==> src/design/rbwv_pkg.sv <==
// Shared types and constants for the reed/bore waveguide voice.
// Holds the sequencer state type, the datapath command and status structs, and reset values.
// No dependencies; rbwv_ctrl, rbwv_datapath and the top level refer to it by scoped names.
package rbwv_pkg;

    localparam int MAX_DELAY_DEFAULT = 1024;

    localparam int SAMPLE_W   = 16;
    localparam int CFG_IDX_W  = 3;
    localparam int CFG_DATA_W = 16;
    localparam int DELAY_W    = 10;
    localparam int LPC_W      = 15;

    // Configuration register indexes
    localparam logic [CFG_IDX_W-1:0] CFG_MOUTH   = 3'd0;
    localparam logic [CFG_IDX_W-1:0] CFG_CLOSURE = 3'd1;
    localparam logic [CFG_IDX_W-1:0] CFG_SLOPE   = 3'd2;
    localparam logic [CFG_IDX_W-1:0] CFG_LPC     = 3'd3;
    localparam logic [CFG_IDX_W-1:0] CFG_DELAY   = 3'd4;

    // Reset values of the configuration registers
    localparam logic signed [15:0] MOUTH_RESET   = 16'sd2949;
    localparam logic signed [15:0] CLOSURE_RESET = -16'sd3277;
    localparam logic [15:0]        SLOPE_RESET   = 16'd4096;
    localparam logic [14:0]        LPC_RESET     = 15'd9830;
    localparam int                 DELAY_RESET   = 100;

    typedef enum logic [3:0] {
        ST_IDLE,
        ST_SLOPE,
        ST_COEF,
        ST_T1,
        ST_T2,
        ST_TSUM,
        ST_WRITE,
        ST_READ,
        ST_LP1,
        ST_LP2,
        ST_LPSUM
    } state_t;

    // Operand pair for the shared multiplier
    typedef enum logic [2:0] {
        MUL_SLOPE,
        MUL_REFL,
        MUL_MOUTH,
        MUL_DELAYED,
        MUL_LPMEM
    } mul_sel_t;

    typedef struct packed {
        logic     accept;
        logic     mul_en;
        mul_sel_t mul_sel;
        logic     acc_load;
        logic     coef_en;
        logic     tx_en;
        logic     mem_wr;
        logic     emit;
        logic     mem_rd;
        logic     lp_en;
    } dp_cmd_t;

    typedef struct packed {
        logic cfg_busy;
    } dp_sts_t;

endpackage

==> src/design/rbwv_ctrl.sv <==
// Sequencer for the reed/bore waveguide voice.
// Steps one tick through the shared-multiplier schedule and owns the output valid flag.
// Depends on rbwv_pkg.
module rbwv_ctrl
(
    input  logic              clk,
    input  logic              rst_n,
    input  logic              in_valid,
    output logic              in_ready,
    output logic              out_valid,
    input  logic              out_ready,
    input  rbwv_pkg::dp_sts_t sts,
    output rbwv_pkg::dp_cmd_t cmd
);

    rbwv_pkg::state_t state_reg;
    rbwv_pkg::state_t state_next;
    logic             out_valid_reg;
    logic             out_valid_next;
    logic             slot_free;

    assign slot_free = !out_valid_reg || out_ready;

    always_ff @(posedge clk or negedge rst_n)
    begin
        if (!rst_n)
        begin
            state_reg     <= rbwv_pkg::ST_IDLE;
            out_valid_reg <= 1'b0;
        end
        else
        begin
            state_reg     <= state_next;
            out_valid_reg <= out_valid_next;
        end
    end

    always_comb
    begin
        state_next = state_reg;
        case (state_reg)
            rbwv_pkg::ST_IDLE:
            begin
                if (in_valid && !sts.cfg_busy)
                begin
                    state_next = rbwv_pkg::ST_SLOPE;
                end
            end
            rbwv_pkg::ST_SLOPE: state_next = rbwv_pkg::ST_COEF;
            rbwv_pkg::ST_COEF:  state_next = rbwv_pkg::ST_T1;
            rbwv_pkg::ST_T1:    state_next = rbwv_pkg::ST_T2;
            rbwv_pkg::ST_T2:    state_next = rbwv_pkg::ST_TSUM;
            rbwv_pkg::ST_TSUM:  state_next = rbwv_pkg::ST_WRITE;
            rbwv_pkg::ST_WRITE:
            begin
                if (slot_free)
                begin
                    state_next = rbwv_pkg::ST_READ;
                end
            end
            rbwv_pkg::ST_READ:  state_next = rbwv_pkg::ST_LP1;
            rbwv_pkg::ST_LP1:   state_next = rbwv_pkg::ST_LP2;
            rbwv_pkg::ST_LP2:   state_next = rbwv_pkg::ST_LPSUM;
            rbwv_pkg::ST_LPSUM: state_next = rbwv_pkg::ST_IDLE;
            default:            state_next = rbwv_pkg::ST_IDLE;
        endcase
    end

    always_comb
    begin
        in_ready     = 1'b0;
        cmd          = '0;
        cmd.mul_sel  = rbwv_pkg::MUL_SLOPE;
        case (state_reg)
            rbwv_pkg::ST_IDLE:
            begin
                in_ready   = !sts.cfg_busy;
                cmd.accept = in_valid && !sts.cfg_busy;
            end
            rbwv_pkg::ST_SLOPE:
            begin
                cmd.mul_en  = 1'b1;
                cmd.mul_sel = rbwv_pkg::MUL_SLOPE;
            end
            rbwv_pkg::ST_COEF:
            begin
                cmd.coef_en = 1'b1;
            end
            rbwv_pkg::ST_T1:
            begin
                cmd.mul_en  = 1'b1;
                cmd.mul_sel = rbwv_pkg::MUL_REFL;
            end
            rbwv_pkg::ST_T2:
            begin
                cmd.mul_en   = 1'b1;
                cmd.mul_sel  = rbwv_pkg::MUL_MOUTH;
                cmd.acc_load = 1'b1;
            end
            rbwv_pkg::ST_TSUM:
            begin
                cmd.tx_en = 1'b1;
            end
            rbwv_pkg::ST_WRITE:
            begin
                cmd.mem_wr = slot_free;
                cmd.emit   = slot_free;
            end
            rbwv_pkg::ST_READ:
            begin
                cmd.mem_rd = 1'b1;
            end
            rbwv_pkg::ST_LP1:
            begin
                cmd.mul_en  = 1'b1;
                cmd.mul_sel = rbwv_pkg::MUL_DELAYED;
            end
            rbwv_pkg::ST_LP2:
            begin
                cmd.mul_en   = 1'b1;
                cmd.mul_sel  = rbwv_pkg::MUL_LPMEM;
                cmd.acc_load = 1'b1;
            end
            rbwv_pkg::ST_LPSUM:
            begin
                cmd.lp_en = 1'b1;
            end
            default:
            begin
                in_ready = 1'b0;
            end
        endcase
    end

    // Raise on emit; drop once the consumer takes the transaction
    always_comb
    begin
        out_valid_next = out_valid_reg;
        if (cmd.emit)
        begin
            out_valid_next = 1'b1;
        end
        else if (out_ready)
        begin
            out_valid_next = 1'b0;
        end
    end

    assign out_valid = out_valid_reg;

endmodule

==> config.mk <==
export PLATFORM = sky130hd
export DESIGN_NAME = rbwv_ctrl
export DESIGN_NICKNAME = d
export VERILOG_FILES = /design/src/design/rbwv_pkg.sv /design/src/design/rbwv_ctrl.sv
export SDC_FILE = /design/constraint.sdc
export NUM_CORES = 1
export LEC_CHECK = 0
export ABC_AREA = 0
export BUFFER_PORTS_ARGS = -buffer_cell sky130_fd_sc_hd__buf_2
export CAP_MARGIN = 30
export CORE_AREA = 5 5 42 44
export DETAILED_ROUTE_END_ITERATION = 12
export DIE_AREA = 0 0 47 49
export PLACE_DENSITY = 0.54
export SLEW_MARGIN = 25
export SYNTH_ARGS = -nofsm -noshare
export SYNTH_HDL_FRONTEND = slang
export SYNTH_SLANG_ARGS = --single-unit
==> constraint.sdc <==
create_clock -name clk -period 3.2 [get_ports clk]
set_input_delay 0.32 -clock clk [delete_from_list [all_inputs] [get_ports clk]]
set_output_delay 0.32 -clock clk [all_outputs]
set_load 0.005 [all_outputs]
==> results.ini <==
[status]
status = finished, final reports clean

[sta]
tightestPinTransition_ns = 0.335
slew_headroom = 0.777
rsz0062_at_grt = false
tns_ns = 0
skew_ns = 0.000979
finalHoldViolations = 0
post-route-min-period_ns = 1.80
min_period_over_period = 0.562
fmax_mhz = 556
setup_violations = 0
maxSlewViolCount = 0

[hold_path]
hold_depth = 3
min_path_type = in2reg

[global_routing]
gr-usage-all-layers = 0.0835
antenna_found_initial = 0
grt_pass1_wl_microns = 1370
grt_max_degree = 13
grt.overflow.total = 0
first_global_vias = 328

[synthesis]
synthXorXnorAreaFrac = 0.0221
synth_edf_count = 0
syn_inst = 49
synthArstFlopShare = 1.00
postSynthAreaPerCell_sq_um = 8.09
synth_mux_area_frac = 0
synth_top_family_by_area = simple AND/OR/NAND/NOR gates
syn-num-nets = 54
synth_area_sq_um = 397
synth_adder_area_share = 0
ys_warn_count = 0
synth-seq-area-share = 0.315
synth-compound-area-share = 0.230
ys_types = 24
ys.flop_type = dfrtp_1
ys_ff_latch = 5
yosys.area_share.simple = 0.290

[pwr]
cellPowerDensity_nw_per_um2 = 998
peakVddDrop_v = 0.000311
p_leak_nw = 0.250

[finish]
final_cell_mix = buf_2, nor2_1, nand2_1, dfrtp_1
nets = 71
stdcell_count = 81
drive_above_1_share = 0.369
diodes = 0
syn2layout_area_growth_pct = 23.7
layout.cells.most_common = buf_2
largest_reg_flops = 4

[critical_path]
critPathArrivalTime_ns = 1.48
r2r_cells = 3
startpoint_type = flip-flop
crit_required_ns = 2.88
critPathMaxFanout = 12
cp_slowest_cell = dfrtp_1
endpoint_kind = output pin
cpPeakStageDelay_ns = 0.48
criticalPathCategory = reg2out
path_cells = nand2b_1 -> o22a_1 -> nor2_1 -> buf_2

[place]
dp_cells = 76
hpwl_microns = 725
gp_congestion = 0.735
portBuffers = 18

[die]
die_height_microns = 49
placement_rows = 14
placeableCoreArea_sq_um = 1400
start_util = 0.283
io_pins = 19
die-area_sq_um = 2300
die_x_microns = 47

[clocking]
htreeDepth = 1
cts_hold_buf = 1
clk_latency_ns = 0.24
post_cts_resized = 0
ctsLongestPathBuffers = 2
cts_buffers = 3
cts.sinks = 5
cts_root_buf = clkbuf_4
cts_setup_buffers = 0
cts_tree = yes
clk_pin_slew_worst_paths_ns = 0.04

[job]
max_cap_violations = 0

[routing]
wl_microns = 913
postRouteAntennaNets = 0
vias = 386
drc = 0
drt-initial-drc-count = 8
drtPass1Iterations = 4
wl_per_cell_microns = 11.3
via_per_inst = 4.77

## critical path, delay by kind of cell, from the launching register on
family / cells / cell delay [ns]
compound gates: 1 / 0.25
buf+inv: 1 / 0.12
flops: 1 / 0.48
simple gates: 2 / 0.39
## per-layer routing
metal  vias up  part of all wire  global-route usage
met3         2             0.084              0.0443
met5         -                 0                   0
met2        19              0.41               0.109
li1        194                 -                   -
met4         0             0.013              0.0276
met1       171              0.49               0.116
## cells in the mapped netlist, types with 2 or more instances
master	count	share of area
buf_6	2	0.057
buf_2	3	0.038
nor2_1	9	0.085
dfrtp_1	5	0.32
buf_4	2	0.038
nor3_1	2	0.025
o22ai_1	2	0.032
nand2_1	5	0.047
a2111oi_2	2	0.076
nand2b_1	3	0.047
## layout make-up
cell class              count  area (sq um)
fillers                   158           911
multi-input cells          36           215
flip-flops and latches      5           125
repair buffers             19           100
clock buffers               4          26.3
well taps                  16          20.0
inverters                   1          3.75
## cells by family (layout without fill, tap and decap cells)
kind of cell	count (synthesis)	after routing
xor+xnor	1	1
compound gates	11	11
buf+inv	8	24
flops	5	5
simple gates	24	24
## per-stage QoR
stage | instance area (sq um) | setup slack [ns] | power, mW | hold WS, ns | utilization
3_3_place_gp | 454 | 1.68 | 0.423 | 0.140 | 0.324
5_1_grt | 490 | 1.29 | 0.538 | 0.428 | 0.350
6_report | 490 | 1.40 | 0.489 | 0.421 | 0.350
4_1_cts | 490 | 1.40 | 0.495 | 0.424 | 0.350
3_5_place_dp | 454 | 1.66 | 0.420 | 0.140 | 0.324
2_1_floorplan | 397 | 1.82 | 0.372 | 0.0244 | -
## worst paths after layout
path | startpoint | end | slack (ns)
max | state_reg[3]$_DFFE_PN0P_ | cmd[6] | 1.40
min | out_ready | out_valid$_DFFE_PN0P_ | 0.42
max reg2reg | out_valid$_DFFE_PN0P_ | state_reg[0]$_DFFE_PN0P_ | 2.04
min reg2reg | state_reg[0]$_DFFE_PN0P_ | state_reg[0]$_DFFE_PN0P_ | 0.61
max in group asynchronous | rst_n | state_reg[3]$_DFFE_PN0P_ | 2.64
min in group asynchronous | rst_n | state_reg[0]$_DFFE_PN0P_ | 0.43
## power by group
part	internal, mW	leakage [nW]	total, mW	switching [mW]
Sequential	0.0922	0.0635	0.162	0.0694
Combinational	0.130	0.172	0.257	0.127
Clock	0.0470	0.0150	0.0704	0.0234
Total	0.269	0.250	0.489	0.220
Note: power is estimated with default switching activity, not from simulation.
